===== src/mbrir_pkg.sv =====
package mbrir_pkg;

    localparam int MAX_REGS_DEF = 16;

    localparam logic [1:0] FUNC_REQ  = 2'd0;
    localparam logic [1:0] FUNC_BYTE = 2'd1;
    localparam logic [1:0] FUNC_TICK = 2'd2;

    localparam logic [1:0] KIND_TX     = 2'd0;
    localparam logic [1:0] KIND_WORD   = 2'd1;
    localparam logic [1:0] KIND_STATUS = 2'd2;

    localparam logic [1:0] STAT_OK      = 2'd0;
    localparam logic [1:0] STAT_NO_RESP = 2'd1;
    localparam logic [1:0] STAT_SHORT   = 2'd2;
    localparam logic [1:0] STAT_BAD     = 2'd3;

    localparam logic [1:0] CFG_RESP_TIMEOUT = 2'd0;
    localparam logic [1:0] CFG_TAIL_TIMEOUT = 2'd1;

    localparam logic [15:0] RESP_TIMEOUT_RST = 16'd100;
    localparam logic [15:0] TAIL_TIMEOUT_RST = 16'd10;

    localparam logic [7:0]  FUNC_CODE = 8'h04;
    localparam logic [15:0] CRC_INIT  = 16'hFFFF;
    localparam logic [15:0] CRC_POLY  = 16'hA001;

    typedef enum logic [2:0] {
        ST_IDLE,
        ST_TX,
        ST_WAIT,
        ST_RECV,
        ST_EMIT_RD,
        ST_EMIT_WR,
        ST_FIN
    } t_state;

    typedef struct packed {
        logic [1:0]  kind;
        logic [7:0]  tx_byte;
        logic [15:0] reg_value;
        logic [1:0]  status;
        logic [15:0] latency_ticks;
        logic        last;
    } t_rsp;

    function automatic logic [15:0] crc_add(input logic [15:0] crc, input logic [7:0] b);
        logic [15:0] c;
        c = crc ^ {8'h00, b};
        for (int i = 0; i < 8; i++) begin
            c = c[0] ? ((c >> 1) ^ CRC_POLY) : (c >> 1);
        end
        return c;
    endfunction

    function automatic t_rsp mk_tx(input logic [7:0] b);
        t_rsp r;
        r = '0;
        r.kind = KIND_TX;
        r.tx_byte = b;
        return r;
    endfunction

    function automatic t_rsp mk_word(input logic [15:0] w);
        t_rsp r;
        r = '0;
        r.kind = KIND_WORD;
        r.reg_value = w;
        return r;
    endfunction

    function automatic t_rsp mk_status(input logic [1:0] st, input logic [15:0] lat);
        t_rsp r;
        r = '0;
        r.kind = KIND_STATUS;
        r.status = st;
        r.latency_ticks = lat;
        r.last = 1'b1;
        return r;
    endfunction

endpackage


===== src/mbrir_if.sv =====
interface mbrir_req_if;
    logic        valid;
    logic        ready;
    logic [1:0]  func;
    logic [7:0]  device_address;
    logic [15:0] register_address;
    logic [7:0]  register_count;
    logic [7:0]  rx_byte;

    modport source (
        output valid, func, device_address, register_address, register_count, rx_byte,
        input  ready
    );
    modport sink (
        input  valid, func, device_address, register_address, register_count, rx_byte,
        output ready
    );
endinterface

interface mbrir_rsp_if;
    logic        valid;
    logic        ready;
    logic [1:0]  kind;
    logic [7:0]  tx_byte;
    logic [15:0] reg_value;
    logic [1:0]  status;
    logic [15:0] latency_ticks;
    logic        last;

    modport source (
        output valid, kind, tx_byte, reg_value, status, latency_ticks, last,
        input  ready
    );
    modport sink (
        input  valid, kind, tx_byte, reg_value, status, latency_ticks, last,
        output ready
    );
endinterface

interface mbrir_cfg_if;
    logic        valid;
    logic        ready;
    logic [1:0]  reg_index;
    logic [15:0] wr_data;

    modport source (
        output valid, reg_index, wr_data,
        input  ready
    );
    modport sink (
        input  valid, reg_index, wr_data,
        output ready
    );
endinterface


===== src/modbus_read_input_registers_master_top.sv =====
// an accepted request enters the transmit state, which registers its transmit words, one word
// a cycle while the sink takes them; a byte or tick result shows in the cycle after acceptance
// on a good final byte each register word is sent after a registered memory read, then status
// throughput: one input word a cycle while no result is pending; none during a result burst
// reset: synchronous, active low; clears control state, timeouts go to 100 and 10 ticks;
// the register word memory is not cleared
module modbus_read_input_registers_master_top #(
    parameter int MAX_REGS = mbrir_pkg::MAX_REGS_DEF
) (
    input  logic          i_clk,
    input  logic          i_rst_n,
    mbrir_req_if.sink     i_req,
    mbrir_rsp_if.source   o_rsp,
    mbrir_cfg_if.sink     i_cfg
);

    localparam int WAW = (MAX_REGS > 1) ? $clog2(MAX_REGS) : 1;

    mbrir_pkg::t_state r_state, n_state;
    mbrir_pkg::t_rsp   r_out, n_out;
    logic              r_out_valid, n_out_valid;
    logic [15:0]       r_resp_to, r_tail_to;
    logic [7:0]        r_target, n_target;
    logic [15:0]       r_reg_addr, n_reg_addr;
    logic [7:0]        r_expected, n_expected;
    logic [7:0]        r_idx, n_idx;
    logic [2:0]        r_tx_idx, n_tx_idx;
    logic [15:0]       r_crc, n_crc;
    logic              r_hdr_ok, n_hdr_ok;
    logic [7:0]        r_crc_lo, n_crc_lo;
    logic [15:0]       r_timer, n_timer;
    logic [15:0]       r_latency, n_latency;
    logic [WAW-1:0]    r_word_idx, n_word_idx;

    logic              w_in_acc;
    logic              w_out_free;
    logic [15:0]       w_timer_inc;
    logic [8:0]        w_total_m3;
    logic [7:0]        w_tx_byte;
    logic [7:0]        w_d;
    logic              w_st_en;
    logic [15:0]       w_rd_data;

    assign i_req.ready = (r_state inside {mbrir_pkg::ST_IDLE, mbrir_pkg::ST_WAIT,
                                          mbrir_pkg::ST_RECV}) && !r_out_valid;
    assign i_cfg.ready = 1'b1;

    assign o_rsp.valid         = r_out_valid;
    assign o_rsp.kind          = r_out.kind;
    assign o_rsp.tx_byte       = r_out.tx_byte;
    assign o_rsp.reg_value     = r_out.reg_value;
    assign o_rsp.status        = r_out.status;
    assign o_rsp.latency_ticks = r_out.latency_ticks;
    assign o_rsp.last          = r_out.last;

    assign w_in_acc    = i_req.valid && i_req.ready;
    assign w_out_free  = !r_out_valid || o_rsp.ready;
    assign w_timer_inc = r_timer + 16'd1;
    assign w_total_m3  = {r_expected, 1'b0} + 9'd2;
    assign w_d         = r_idx - 8'd3;

    always_comb begin
        case (r_tx_idx)
            3'd0:    w_tx_byte = r_target;
            3'd1:    w_tx_byte = mbrir_pkg::FUNC_CODE;
            3'd2:    w_tx_byte = r_reg_addr[15:8];
            3'd3:    w_tx_byte = r_reg_addr[7:0];
            3'd4:    w_tx_byte = 8'h00;
            3'd5:    w_tx_byte = r_expected;
            3'd6:    w_tx_byte = r_crc[7:0];
            default: w_tx_byte = r_crc[15:8];
        endcase
    end

    mbrir_data_store #(
        .MAX_REGS (MAX_REGS)
    ) u_store (
        .i_clk      (i_clk),
        .i_byte_en  (w_st_en),
        .i_byte_pos (w_d[WAW:0]),
        .i_byte     (i_req.rx_byte),
        .i_rd_addr  (r_word_idx),
        .o_rd_data  (w_rd_data)
    );

    always_comb begin
        n_state     = r_state;
        n_out       = r_out;
        n_out_valid = r_out_valid && !o_rsp.ready;
        n_target    = r_target;
        n_reg_addr  = r_reg_addr;
        n_expected  = r_expected;
        n_idx       = r_idx;
        n_tx_idx    = r_tx_idx;
        n_crc       = r_crc;
        n_hdr_ok    = r_hdr_ok;
        n_crc_lo    = r_crc_lo;
        n_timer     = r_timer;
        n_latency   = r_latency;
        n_word_idx  = r_word_idx;
        w_st_en     = 1'b0;

        case (r_state)
            mbrir_pkg::ST_IDLE: begin
                if (w_in_acc && i_req.func == mbrir_pkg::FUNC_REQ) begin
                    if ({1'b0, i_req.register_count} > 9'(MAX_REGS)) begin
                        n_out       = mbrir_pkg::mk_status(mbrir_pkg::STAT_BAD, 16'd0);
                        n_out_valid = 1'b1;
                    end else begin
                        n_target   = i_req.device_address;
                        n_reg_addr = i_req.register_address;
                        n_expected = i_req.register_count;
                        n_idx      = 8'd0;
                        n_tx_idx   = 3'd0;
                        n_crc      = mbrir_pkg::CRC_INIT;
                        n_hdr_ok   = 1'b0;
                        n_crc_lo   = 8'd0;
                        n_timer    = 16'd0;
                        n_latency  = 16'd0;
                        n_state    = mbrir_pkg::ST_TX;
                    end
                end
            end
            mbrir_pkg::ST_TX: begin
                if (w_out_free) begin
                    n_out       = mbrir_pkg::mk_tx(w_tx_byte);
                    n_out_valid = 1'b1;
                    if (r_tx_idx < 3'd6) begin
                        n_crc = mbrir_pkg::crc_add(r_crc, w_tx_byte);
                    end
                    n_tx_idx = r_tx_idx + 3'd1;
                    if (r_tx_idx == 3'd7) begin
                        n_state = mbrir_pkg::ST_WAIT;
                    end
                end
            end
            mbrir_pkg::ST_WAIT: begin
                if (w_in_acc && i_req.func == mbrir_pkg::FUNC_TICK) begin
                    n_timer = w_timer_inc;
                    if (w_timer_inc >= r_resp_to) begin
                        n_out       = mbrir_pkg::mk_status(mbrir_pkg::STAT_NO_RESP, 16'd0);
                        n_out_valid = 1'b1;
                        n_state     = mbrir_pkg::ST_IDLE;
                    end
                end else if (w_in_acc && i_req.func == mbrir_pkg::FUNC_BYTE) begin
                    n_latency = r_timer;
                    n_timer   = 16'd0;
                    n_hdr_ok  = (i_req.rx_byte == r_target);
                    n_crc     = mbrir_pkg::crc_add(mbrir_pkg::CRC_INIT, i_req.rx_byte);
                    n_idx     = 8'd1;
                    n_state   = mbrir_pkg::ST_RECV;
                end
            end
            mbrir_pkg::ST_RECV: begin
                if (w_in_acc && i_req.func == mbrir_pkg::FUNC_TICK) begin
                    n_timer = w_timer_inc;
                    if (w_timer_inc >= r_tail_to) begin
                        n_out       = mbrir_pkg::mk_status(mbrir_pkg::STAT_SHORT, 16'd0);
                        n_out_valid = 1'b1;
                        n_state     = mbrir_pkg::ST_IDLE;
                    end
                end else if (w_in_acc && i_req.func == mbrir_pkg::FUNC_BYTE) begin
                    if ({1'b0, r_idx} <= w_total_m3) begin
                        n_crc = mbrir_pkg::crc_add(r_crc, i_req.rx_byte);
                        if (r_idx == 8'd1 && i_req.rx_byte != mbrir_pkg::FUNC_CODE) begin
                            n_hdr_ok = 1'b0;
                        end
                        w_st_en = (r_idx >= 8'd3);
                        n_idx   = r_idx + 8'd1;
                    end else if ({1'b0, r_idx} == w_total_m3 + 9'd1) begin
                        n_crc_lo = i_req.rx_byte;
                        n_idx    = r_idx + 8'd1;
                    end else if ({i_req.rx_byte, r_crc_lo} != r_crc || !r_hdr_ok) begin
                        n_out       = mbrir_pkg::mk_status(mbrir_pkg::STAT_BAD, 16'd0);
                        n_out_valid = 1'b1;
                        n_state     = mbrir_pkg::ST_IDLE;
                    end else if (r_expected == 8'd0) begin
                        n_out       = mbrir_pkg::mk_status(mbrir_pkg::STAT_OK, r_latency);
                        n_out_valid = 1'b1;
                        n_state     = mbrir_pkg::ST_IDLE;
                    end else begin
                        n_word_idx = '0;
                        n_state    = mbrir_pkg::ST_EMIT_RD;
                    end
                end
            end
            mbrir_pkg::ST_EMIT_RD: begin
                n_state = mbrir_pkg::ST_EMIT_WR;
            end
            mbrir_pkg::ST_EMIT_WR: begin
                if (w_out_free) begin
                    n_out       = mbrir_pkg::mk_word(w_rd_data);
                    n_out_valid = 1'b1;
                    if (8'(r_word_idx) + 8'd1 == r_expected) begin
                        n_state = mbrir_pkg::ST_FIN;
                    end else begin
                        n_word_idx = r_word_idx + 1'b1;
                        n_state    = mbrir_pkg::ST_EMIT_RD;
                    end
                end
            end
            mbrir_pkg::ST_FIN: begin
                if (w_out_free) begin
                    n_out       = mbrir_pkg::mk_status(mbrir_pkg::STAT_OK, r_latency);
                    n_out_valid = 1'b1;
                    n_state     = mbrir_pkg::ST_IDLE;
                end
            end
            default: begin
                n_state = mbrir_pkg::ST_IDLE;
            end
        endcase
    end

    always_ff @(posedge i_clk) begin
        if (!i_rst_n) begin
            r_state     <= mbrir_pkg::ST_IDLE;
            r_out_valid <= 1'b0;
            r_target    <= 8'd0;
            r_expected  <= 8'd0;
            r_idx       <= 8'd0;
            r_tx_idx    <= 3'd0;
            r_crc       <= mbrir_pkg::CRC_INIT;
            r_hdr_ok    <= 1'b0;
            r_crc_lo    <= 8'd0;
            r_timer     <= 16'd0;
            r_latency   <= 16'd0;
            r_word_idx  <= '0;
        end else begin
            r_state     <= n_state;
            r_out_valid <= n_out_valid;
            r_target    <= n_target;
            r_expected  <= n_expected;
            r_idx       <= n_idx;
            r_tx_idx    <= n_tx_idx;
            r_crc       <= n_crc;
            r_hdr_ok    <= n_hdr_ok;
            r_crc_lo    <= n_crc_lo;
            r_timer     <= n_timer;
            r_latency   <= n_latency;
            r_word_idx  <= n_word_idx;
        end
    end

    always_ff @(posedge i_clk) begin
        r_out      <= n_out;
        r_reg_addr <= n_reg_addr;
    end

    always_ff @(posedge i_clk) begin
        if (!i_rst_n) begin
            r_resp_to <= mbrir_pkg::RESP_TIMEOUT_RST;
            r_tail_to <= mbrir_pkg::TAIL_TIMEOUT_RST;
        end else if (i_cfg.valid && i_cfg.ready) begin
            if (i_cfg.reg_index == mbrir_pkg::CFG_RESP_TIMEOUT) begin
                r_resp_to <= i_cfg.wr_data;
            end
            if (i_cfg.reg_index == mbrir_pkg::CFG_TAIL_TIMEOUT) begin
                r_tail_to <= i_cfg.wr_data;
            end
        end
    end

endmodule


===== src/mbrir_data_store.sv =====
module mbrir_data_store #(
    parameter int MAX_REGS = mbrir_pkg::MAX_REGS_DEF,
    localparam int WAW = (MAX_REGS > 1) ? $clog2(MAX_REGS) : 1
) (
    input  logic           i_clk,
    input  logic           i_byte_en,
    input  logic [WAW:0]   i_byte_pos,
    input  logic [7:0]     i_byte,
    input  logic [WAW-1:0] i_rd_addr,
    output logic [15:0]    o_rd_data
);

    logic [15:0] r_mem [MAX_REGS];
    logic [7:0]  r_hi_byte;
    logic [15:0] r_rd_data;

    // even position holds the high byte until its partner arrives
    always_ff @(posedge i_clk) begin
        if (i_byte_en && !i_byte_pos[0]) begin
            r_hi_byte <= i_byte;
        end
        if (i_byte_en && i_byte_pos[0]) begin
            r_mem[i_byte_pos[WAW:1]] <= {r_hi_byte, i_byte};
        end
    end

    always_ff @(posedge i_clk) begin
        r_rd_data <= r_mem[i_rd_addr];
    end

    assign o_rd_data = r_rd_data;

endmodule


===== src/flat_wrapper.sv =====
// flat-port wrapper written by rule: the top's interface ports become plain ports
module modbus_read_input_registers_master_top_flat 
#(
    parameter int MAX_REGS = mbrir_pkg::MAX_REGS_DEF
)
  (i_clk, i_rst_n, i_req_valid, i_req_func, i_req_device_address, i_req_register_address, i_req_register_count, i_req_rx_byte, i_req_ready, o_rsp_valid, o_rsp_kind, o_rsp_tx_byte, o_rsp_reg_value, o_rsp_status, o_rsp_latency_ticks, o_rsp_last, o_rsp_ready, i_cfg_valid, i_cfg_reg_index, i_cfg_wr_data, i_cfg_ready);
  mbrir_req_if i_req_i ();
  mbrir_rsp_if o_rsp_i ();
  mbrir_cfg_if i_cfg_i ();
  input  logic i_clk;
  input  logic i_rst_n;
  input wire logic [$bits(i_req_i.valid)-1:0] i_req_valid;
  input wire logic [$bits(i_req_i.func)-1:0] i_req_func;
  input wire logic [$bits(i_req_i.device_address)-1:0] i_req_device_address;
  input wire logic [$bits(i_req_i.register_address)-1:0] i_req_register_address;
  input wire logic [$bits(i_req_i.register_count)-1:0] i_req_register_count;
  input wire logic [$bits(i_req_i.rx_byte)-1:0] i_req_rx_byte;
  output wire logic [$bits(i_req_i.ready)-1:0] i_req_ready;
  output wire logic [$bits(o_rsp_i.valid)-1:0] o_rsp_valid;
  output wire logic [$bits(o_rsp_i.kind)-1:0] o_rsp_kind;
  output wire logic [$bits(o_rsp_i.tx_byte)-1:0] o_rsp_tx_byte;
  output wire logic [$bits(o_rsp_i.reg_value)-1:0] o_rsp_reg_value;
  output wire logic [$bits(o_rsp_i.status)-1:0] o_rsp_status;
  output wire logic [$bits(o_rsp_i.latency_ticks)-1:0] o_rsp_latency_ticks;
  output wire logic [$bits(o_rsp_i.last)-1:0] o_rsp_last;
  input wire logic [$bits(o_rsp_i.ready)-1:0] o_rsp_ready;
  input wire logic [$bits(i_cfg_i.valid)-1:0] i_cfg_valid;
  input wire logic [$bits(i_cfg_i.reg_index)-1:0] i_cfg_reg_index;
  input wire logic [$bits(i_cfg_i.wr_data)-1:0] i_cfg_wr_data;
  output wire logic [$bits(i_cfg_i.ready)-1:0] i_cfg_ready;
  assign i_req_i.valid = i_req_valid;
  assign i_req_i.func = i_req_func;
  assign i_req_i.device_address = i_req_device_address;
  assign i_req_i.register_address = i_req_register_address;
  assign i_req_i.register_count = i_req_register_count;
  assign i_req_i.rx_byte = i_req_rx_byte;
  assign i_req_ready = i_req_i.ready;
  assign o_rsp_valid = o_rsp_i.valid;
  assign o_rsp_kind = o_rsp_i.kind;
  assign o_rsp_tx_byte = o_rsp_i.tx_byte;
  assign o_rsp_reg_value = o_rsp_i.reg_value;
  assign o_rsp_status = o_rsp_i.status;
  assign o_rsp_latency_ticks = o_rsp_i.latency_ticks;
  assign o_rsp_last = o_rsp_i.last;
  assign o_rsp_i.ready = o_rsp_ready;
  assign i_cfg_i.valid = i_cfg_valid;
  assign i_cfg_i.reg_index = i_cfg_reg_index;
  assign i_cfg_i.wr_data = i_cfg_wr_data;
  assign i_cfg_ready = i_cfg_i.ready;
  modbus_read_input_registers_master_top #(.MAX_REGS(MAX_REGS)) u_core (.i_clk(i_clk), .i_rst_n(i_rst_n), .i_req(i_req_i), .o_rsp(o_rsp_i), .i_cfg(i_cfg_i));
endmodule

===== config.mk =====
export PLATFORM = sky130hd
export DESIGN_NAME = modbus_read_input_registers_master_top_flat
export DESIGN_NICKNAME = d
export VERILOG_FILES = /design/src/mbrir_pkg.sv /design/src/mbrir_if.sv /design/src/modbus_read_input_registers_master_top.sv /design/src/mbrir_data_store.sv /design/src/flat_wrapper.sv
export SDC_FILE = /design/constraint.sdc
export NUM_CORES = 1
export LEC_CHECK = 0
export BUFFER_PORTS_ARGS = -buffer_cell sky130_fd_sc_hd__buf_2
export CAP_MARGIN = 20
export CORE_MARGIN = 2
export CORE_UTILIZATION = 45
export DETAILED_ROUTE_END_ITERATION = 7
export PLACE_DENSITY = 0.68
export RECOVER_POWER = 25
export SETUP_SLACK_MARGIN = 0.4
export SLEW_MARGIN = 10
export SYNTH_ARGS = -nofsm -noshare
export SYNTH_HDL_FRONTEND = slang
export SYNTH_HIERARCHICAL = 1
export SYNTH_SLANG_ARGS = --single-unit

===== constraint.sdc =====
create_clock -name i_clk -period 5.7 [get_ports i_clk]
set_clock_uncertainty 0.15 [all_clocks]
set_input_delay 1.425 -clock i_clk [delete_from_list [all_inputs] [get_ports i_clk]]
set_output_delay 1.425 -clock i_clk [all_outputs]
set_load 0.02 [all_outputs]

-- After elaboration in Yosys (flattened, before gate mapping)
Memory sizes are Yosys's and may differ from the RTL's. A register that Yosys moved wholly into a read port is not among the register bits.
Index checks and enable logic that the tools add are counted.
- RAM bits: 256
- output and inout bits: 48
- memories: 1
- logic and storage cells: 291
- register bits: 193
- input bits: 65
- bitwise operators: 28
- reduce and logical (&&, ||, !) cells: 41
- mux-type cells: 132
- add/subtract/negate cells: 8
- order comparisons: 6
- equal/unequal tests: 53
- memory list (name ; words ; bits a word ; read ports ; clocked after Yosys merged registers in ; write ports ; line ; RTL):
    u_core.u_store.r_mem ; 16 ; 16 ; 1 ; 1 ; 1 ; mbrir_data_store.sv:13 ; logic [15:0] r_mem [MAX_REGS];
- operators with widths (kind ; count):
    2-to-1 mux 16 bit ; 40
    2-to-1 mux 45 bit ; 14
    case mux 45 bit (6 select lines) ; 1
    2-to-1 mux 8 bit ; 12
    NOT 2 -> 3 bit ; 24
    case mux 16 bit (4 select lines) ; 1
    2-to-1 mux 3 bit ; 19
    case mux 8 bit (7 select lines) ; 1
    case mux 16 bit (3 select lines) ; 1
    != test 2 bit (second input constant) ; 18
    >= comparator 16 bit ; 2
    2-to-1 mux 4 bit ; 8
    case mux 16 bit (2 select lines) ; 1
    XOR 16 x 8 -> 16 bit ; 2
    2-to-1 mux 1 bit ; 26
    case mux 8 bit (3 select lines) ; 1
    == test 3 bit (second input constant) ; 7
    != test 3 bit (second input constant) ; 7
    case mux 3 bit (7 select lines) ; 1
    AND reduction 9 bit ; 2
    adder 16 x 1 -> 16 bit (second input constant) ; 1
    == test 8 bit ; 2
    != test 16 bit ; 1
    NOT 8 -> 16 bit ; 1
    47 further kinds ; 75

-- Longest topological paths before layout
Gate-level depths: netlist (run 1).
- depth after elaboration: 22
- gate-level depth with buffers: 16
- depth with buffers taken out: 15

-- By module
Netlist (run 1), hierarchy kept.
- by module, submodules not included (module ; cells each ; area each (um^2) ; instances ; seq. area each (um^2)):
    modbus_read_input_registers_master_top ; 1216 ; 10495.1 ; 1 ; 4284.1
    mbrir_data_store ; 442 ; 10339.9 ; 1 ; 8247.9

-- Worst setup path before layout (run 1)
No wires, ideal clock.
- kind: input port to flip-flop
- start: input port i_req_valid
- end: memory u_core.u_store.r_mem[0][0], enable pin
- cell stages on the path: 7
- setup time: 409 ps
- buffers on the path: 0
- data required time: 5141 ps
- slack: 997 ps
- data arrival time: 4143 ps
- cells stage by stage: nand3_1 > nor3b_1 > nand2_1 > a211oi_1 > nand2_1 > or3_1 > nor3_1
- word-level cells in the longest chain between the ends: 8
- elaborated cells between the ends (all ways): 9
- classes of those cells: mux (5); reduce/logical (4)
- ends and longest elaborated chain (what ; line ; RTL):
    start: declaration ; flat_wrapper.sv:12 ; input wire logic [$bits(i_req_i.valid)-1:0] i_req_valid;
    logical AND 1 bit * ; modbus_read_input_registers_master_top.sv:56 ; assign w_in_acc = i_req.valid && i_req.ready;
    logical AND 1 bit ; modbus_read_input_registers_master_top.sv:162 ; end else if (w_in_acc && i_req.func == mbrir_pkg::FUNC_BYTE) begin
    2-to-1 mux 1 bit ; modbus_read_input_registers_master_top.sv:162 ;
    2-to-1 mux 1 bit * ; modbus_read_input_registers_master_top.sv:155 ; if (w_in_acc && i_req.func == mbrir_pkg::FUNC_TICK) begin
    2-to-1 mux 1 bit * ; modbus_read_input_registers_master_top.sv:103 ; case (r_state)
    via u_core.w_st_en ; modbus_read_input_registers_master_top.sv:41 ; logic w_st_en;
    logical AND 1 bit * ; mbrir_data_store.sv:22 ; if (i_byte_en && i_byte_pos[0]) begin
    2-to-1 mux 1 bit * ; mbrir_data_store.sv:22 ;
    2-to-1 mux 1 bit (not written as such) * ; mbrir_data_store.sv:23 ; r_mem[i_byte_pos[WAW:1]] <= {r_hi_byte, i_byte};
    end: declaration ; mbrir_data_store.sv:13 ;
The timed path passes the listed nets; every way through them passes the cells marked *.

-- Final worst setup path (run 1)
- start: register u_core.r_timer[3]
- end: register u_core.r_out, in the netlist u_core/o_rsp.reg_value[15], enable pin
- word-level cells in the longest chain between the ends: 4
- elaborated cells between the ends (all ways): 6
- classes of those cells: add/sub (1); order compare (2); eq/ne (2); reduce/logical (1)
- ends and longest elaborated chain (what ; line ; RTL):
    start: declaration ; modbus_read_input_registers_master_top.sv:31 ; logic [15:0] r_timer, n_timer;
    start signal: assignment ; modbus_read_input_registers_master_top.sv:239 ; r_timer <= n_timer;
    adder 16 x 1 -> 16 bit * ; modbus_read_input_registers_master_top.sv:58 ; assign w_timer_inc = r_timer + 16'd1;
    >= comparator 16 bit, on equally long branches ; modbus_read_input_registers_master_top.sv:157, modbus_read_input_registers_master_top.sv:140 ;
    != test 3 bit (no source line) or != test 2 bit (tied branches) ; -- ;
    AND reduction 13 bit (no source line) * ; -- ;
    end signal: assignment ; modbus_read_input_registers_master_top.sv:246 ; r_out <= n_out;
    end: declaration ; modbus_read_input_registers_master_top.sv:20 ; mbrir_pkg::t_rsp r_out, n_out;
Mark *: on every way between the ends. The rest lies on a longest branch, timed or not.
A chain may end at the register's enable or synchronous reset.

==> results of run 1 <==
synth_stat cells, types with 10 or more instances:
master,n
o21ai_0,42
nor3_1,30
mux4_2,54
nor2_1,103
dfxtp_1,140
mux2i_1,18
clkbuf_1,76
mux4_1,10
a21o_1,13
xor2_1,41
a22oi_1,40
nand4_1,13
ha_1,56
inv_1,55
a21oi_1,105
and3_1,10
o211ai_1,14
and2_1,37
nand2_1,189
nand2b_1,11
nand3_1,54
xnor2_1,59
edfxtp_1,324
per-stage QoR:
step	instances	hold WS, ns
global placement	2302	0.289
CTS	2394	0.300
global route	2396	0.317
floorplan	1658	0.277
finish	2397	0.298
detailed placement	2302	0.292
power by group through the flow:
stage	clock network (µW)	logic, µW	registers, µW
CTS	3020	618	3730
detailed placement	0	614	3800
finish	2940	621	3730
global route	3140	671	3740
global placement	0	611	3800
floorplan	0	299	3880
area by class of cell:
cell class                 count  area [µm²]
inverter                      58         218
tap                          600         751
fill                        3941       22100
clock inverter                23         178
clock buffer                  69        1310
timing repair buffer         154         871
sequential                   464       12500
antenna                        1        2.50
multi-input combinational   1028        7590
critical path, stage by stage, from the launching register on:
cell,delay [ns]
dfxtp_1,0.45
and3_1,0.22
and3_1,0.21
nand3_1,0.12
nor2_1,0.33
xor2_1,0.16
ha_1,0.33
nand4_1,0.14
o41ai_1,0.56
a221oi_1,0.22
o21ai_0,0.36
and4_2,0.87
buf_4,0.40
worst min-delay path by stage:
stage / start / end / slack (ns) / cells after the start
finish: u_core/r_latency[4] / u_core/r_latency[4] / 0.30 / 2
floorplan: u_core/r_latency[15] / u_core/r_latency[15] / 0.28 / 2
detailed placement: u_core/r_latency[7] / u_core/r_latency[7] / 0.29 / 2
CTS: u_core/r_latency[7] / u_core/r_latency[7] / 0.30 / 2
global placement: u_core/r_latency[7] / u_core/r_latency[7] / 0.29 / 2
global route: u_core/r_tail_to[2] / u_core/r_tail_to[2] / 0.32 / 2
registers in the layout (all words and copies together), names as in the netlist, 16 cells and up:
register	flops
u_core/r_resp_to	16
u_core/r_timer	16
u_core/o_rsp.reg_value	16
u_core/o_rsp.latency_ticks	16
u_core/r_tail_to	16
u_core/u_store/o_rd_data	16
u_core/r_crc	16
u_core/u_store/r_mem	256
u_core/r_reg_addr	16
u_core/r_latency	16
kinds of logic after synthesis:
kind of cell    Yosys count  share of synthesized area
simple gates            501                      0.113
flops                   464                      0.601
compound gates          279                     0.0858
buf+inv                 166                     0.0359
xor+xnor                107                     0.0493
mux                      84                     0.0807
fa+ha+maj                56                     0.0336
other cells               1                   0.000180
layer usage:
metal  global-route usage  part of all wire  vias up
li1                     -                 -     6306
met1                0.284              0.42     6789
met2                0.359              0.49      501
met3               0.0333             0.063       87
met4               0.0626             0.026        0
met5                    0                 0        -
==> flow_metrics.py, run 1 <==
metrics = {
    "outcome": {
        "status": "finished clean",
    },
    "sta": {
        "post-route-min-period_ns": 4.85,
        "max_freq_mhz": 206,
        "fin_tns_setup_ns": 0,
        "final-hold-violation-count": 0,
        "worstMarginPinSlew_ns": 1.40,
        "setup_violations": 0,
        "setup_slack_ns": 0.852,
        "slew_headroom": 0.0675,
        "min_period_over_period": 0.851,
        "slew_viol_final": 0,
        "rsz0062_at_grt": "false",
    },
    "finish": {
        "mostFrequentLayoutCell": "edfxtp_1",
        "post-route-util": 0.515,
        "nets": 1876,
        "area_growth_pct": 12.6,
        "mostFrequentLayoutCells": "edfxtp_1 (324), nand2_1 (189), dfxtp_1 (138)",
        "layout-drive-gt1-share": 0.164,
        "fin_area_um2": 23500,
    },
    "placed_design": {
        "dpl_cell_area_um2": 22000,
        "pre_cts_slack_ns": 0.477,
        "place_congestion": 0.891,
        "hpwl_mm": 33.0,
        "numPortBuffers": 111,
    },
    "pwr": {
        "intPower_uw": 5510,
        "p_seq_frac": 0.511,
        "p_leak_uw": 0.00805,
        "p_total_uw": 7290,
        "p_switching_uw": 1780,
        "ir_worst_vdd_mv": 0.220,
        "p_sw_frac": 0.244,
        "power_density_nw_per_um2": 311,
        "clkPwrFrac": 0.404,
        "p_comb_frac": 0.085,
    },
    "global_routing": {
        "overflow": 0,
        "antenna_found_initial": 0,
        "grt_pass1_vias": 13600,
        "grtUsageTotal": 0.213,
        "grt_pass1_wl_mm": 77.7,
        "grt_max_degree": 67,
    },
    "synth": {
        "syn_area_um2": 20800,
        "synth_top_area_share": 0.467,
        "synthCells": 1658,
        "yosys.area.top_type": "edfxtp_1",
        "seq_area_frac_synth": 0.601,
        "synth_area_leaders": "edfxtp_1 (47%), dfxtp_1 (13%), mux4_2 (5.8%), nand2_1 (3.4%), ha_1 (3.4%)",
        "yosysWarnings": 6,
        "ys.flop_type": "edfxtp_1",
        "avgSynthCellArea_um2": 12.6,
        "ys_ff_latch": 464,
        "synth_edf_count": 324,
        "syn-num-nets": 1779,
        "ys_types": 86,
        "async_flop_share": 0,
    },
    "drt": {
        "viasPerCell": 5.71,
        "postRouteAntennaNets": 0,
        "drc": 0,
        "routed_wl_mm": 50.6,
        "drt-initial-drc-count": 1265,
        "drtPass1Iterations": 5,
        "wl_per_cell_um": 21.1,
        "vias": 13700,
    },
    "flow_run": {
        "drv_cap": 0,
    },
    "clock_tree": {
        "cts_num_sinks": 464,
        "cts_buffers": 49,
        "path_clk_slew_ns": 0.06,
        "max-clock-path-buffers": 3,
        "ctsRootBufferMaster": "clkbuf_16",
        "cts_resized": 0,
        "postCtsSetupBuffers": 0,
        "hold_buffers": 0,
        "htreeDepth": 2,
        "cts_tree": "built",
        "clock_latency_ns": 0.61,
    },
    "setup_path": {
        "worstSetupStartpointType": "flop",
        "timing.critical_path.from": "u_core/r_timer[3]",
        "arrival_ns": 4.95,
        "crit_path_end": "u_core/o_rsp.reg_value[15]",
        "crit_required_ns": 5.81,
        "r2r_end": "u_core/o_rsp.reg_value[15]",
        "r2r_cells": 12,
        "r2r-start": "u_core/r_timer[3]",
        "path_class": "flop to flop",
        "end_kind": "flop",
        "crit_fanout": 26,
        "r2r_setup_slack_ns": 0.85,
    },
    "floorplanning": {
        "die_h_um": 219,
        "die_w_um": 219,
        "design.die.area_um2": 48000,
        "fp.coreArea_um2": 45600,
        "fp-row-count": 78,
        "start_util": 0.457,
        "io_pins": 113,
    },
    "hold_path": {
        "hp-class": "flop to flop",
    },
}
(Power assumes the default switching activity.)
==> run 2, diff against run 1 <==
- CORE_MARGIN: 2 -> default
- CTS_BUF_LIST: default -> sky130_fd_sc_hd__clkbuf_2
==> run 2 against run 1 <==
Compared with the run above:
- worst setup slack gained 0.16 ns
- fmax grew 3.5%
- register-to-register slack gained 0.16 ns
==> flow_metrics.py, run 2 (synthesis gave the netlist of run 1 again) <==
metrics = {
    "drt": {
        "vias": 13900,
        "postRouteAntennaNets": 0,
        "drc": 0,
        "viasPerCell": 5.52,
        "drtPass1Iterations": 5,
        "wl_per_cell_um": 20.0,
        "routed_wl_mm": 50.5,
        "drt-initial-drc-count": 995,
    },
    "clock_tree": {
        "cts_num_sinks": 464,
        "cts_buffers": 114,
        "path_clk_slew_ns": 0.10,
        "cts_resized": 0,
        "postCtsSetupBuffers": 0,
        "cts_tree": "built",
        "clock_latency_ns": 1.05,
        "htreeDepth": 3,
        "max-clock-path-buffers": 3,
        "ctsRootBufferMaster": "clkbuf_2",
        "hold_buffers": 0,
    },
    "sta": {
        "slew_viol_final": 0,
        "setup_slack_ns": 1.01,
        "setup_violations": 0,
        "post-route-min-period_ns": 4.69,
        "worstMarginPinSlew_ns": 1.35,
        "slew_headroom": 0.102,
        "max_freq_mhz": 213,
        "fin_tns_setup_ns": 0,
        "rsz0062_at_grt": "false",
        "min_period_over_period": 0.822,
        "final-hold-violation-count": 0,
    },
    "placed_design": {
        "pre_cts_slack_ns": 0.648,
        "numPortBuffers": 111,
        "hpwl_mm": 33.1,
        "dp_cells": 2303,
        "place_congestion": 0.868,
    },
    "global_routing": {
        "grt_pass1_wl_mm": 79.0,
        "grtUsageTotal": 0.219,
        "grt_max_degree": 67,
        "overflow": 0,
        "antenna_found_initial": 2,
        "grt_pass1_vias": 14000,
    },
    "outcome": {
        "status": "finished clean",
    },
    "finish": {
        "multiInputGateArea_um2": 7610,
        "fin_cells": 2523,
        "mostFrequentLayoutCell": "edfxtp_1",
        "layout-drive-gt1-share": 0.219,
        "nFillCells": 4066,
        "seq_area_um2": 12500,
        "area_growth_pct": 10.8,
        "mostFrequentLayoutCells": "edfxtp_1 (324), nand2_1 (189), clkbuf_2 (179)",
        "nets": 1941,
        "largest_reg_flops": 256,
    },
    "floorplanning": {
        "die_w_um": 217,
        "start_util": 0.458,
        "die_h_um": 217,
        "fp.coreArea_um2": 45500,
        "fp-row-count": 78,
        "io_pins": 113,
        "design.die.area_um2": 47200,
    },
    "setup_path": {
        "arrival_ns": 5.18,
        "r2r_cells": 12,
        "crit_chain": "and3_1 -> and3_1 -> nand3_1 -> nor2_1 -> xor2_1 -> ha_1 -> nand4_1 -> o41ai_1 -> a221oi_1 -> o21ai_0 -> and4_2 -> buf_4",
        "end_kind": "flop",
        "crit_fanout": 44,
        "crit_top_cell": "and3_1",
        "cp_slowest_cell": "o41ai_1",
        "worstSetupStartpointType": "flop",
        "r2r_setup_slack_ns": 1.01,
        "timing.critical_path.from": "u_core/r_timer[3]",
        "crit_required_ns": 6.19,
        "r2r_end": "u_core/o_rsp.latency_ticks[14]",
        "cpPeakStageDelay_ns": 0.66,
        "cp_top_family": "simple AND/OR/NAND/NOR gates",
        "cp.depth": 12,
        "crit_path_end": "u_core/o_rsp.latency_ticks[14]",
        "path_buf_inv": 1,
        "r2r-start": "u_core/r_timer[3]",
        "path_class": "flop to flop",
    },
    "pwr": {
        "ir_worst_vdd_mv": 0.205,
        "p_leak_uw": 0.00816,
        "p_total_uw": 6600,
        "power_density_nw_per_um2": 286,
    },
    "flow_run": {
        "drv_cap": 0,
    },
    "hold_path": {
        "hold_depth": 2,
        "hp-class": "flop to flop",
    },
}
==> run 2: cell types whose count changed in the layout (fill, tap and decap cells not counted), moves of 3 or more <==
cell	delta
clkbuf_2	+179
clkinv_1	+21
clkbuf_1	-15
nor2_1	-9
clkinv_2	-4
nor2_2	+9
buf_2	-3
clkbuf_16	-49
==> run 2: metal layers <==
| layer | vias up | GRT usage | share of wire |
|---|---|---|---|
| li1 | 6516 | - | - |
| met1 | 6798 | 0.284 | 0.42 |
| met2 | 518 | 0.358 | 0.48 |
| met3 | 106 | 0.0474 | 0.067 |
| met4 | 0 | 0.0866 | 0.029 |
| met5 | - | 0 | 0 |
==> run 2: tightest hold or removal path, cell delays in order, from the launching register on <==
cell,delay [ns]
dfxtp_1,0.32
nand2_1,0.05
a21oi_1,0.05
==> run 2: final cells by class <==
cell class,count,share of cell area
sequential,464,0.543
multi-input combinational,1028,0.330
clock buffer,179,0.0388
timing repair buffer,154,0.0369
tap,600,0.0325
inverter,58,0.00943
clock inverter,37,0.00922
antenna,3,0.000325
==> run 2: report_power, final <==
group	total (µW)	switching [µW]	internal, µW
clock	2270	1330	932
sequential	3720	32.6	3690
combinational	610	423	187
==> run 2: stage by stage <==
stage | hold slack (ns) | util | cell area [µm²]
2_1_floorplan | 0.277 | - | 20800
3_3_place_gp | 0.288 | 0.483 | 22000
3_5_place_dp | 0.291 | 0.483 | 22000
4_1_cts | 0.251 | 0.508 | 23100
5_1_grt | 0.275 | 0.507 | 23100
6_report | 0.302 | 0.508 | 23100
==> run 2: worst min path at each step <==
stage	slack, ns	startpoint	endpoint
2_1_floorplan	0.28	u_core/r_latency[15]	u_core/r_latency[15]
3_3_place_gp	0.29	u_core/r_latency[15]	u_core/r_latency[15]
3_5_place_dp	0.29	u_core/r_latency[4]	u_core/r_latency[4]
4_1_cts	0.25	i_req_register_address[10]	u_core/r_reg_addr[10]
5_1_grt	0.27	i_req_register_address[10]	u_core/r_reg_addr[10]
6_report	0.30	u_core/r_latency[4]	u_core/r_latency[4]
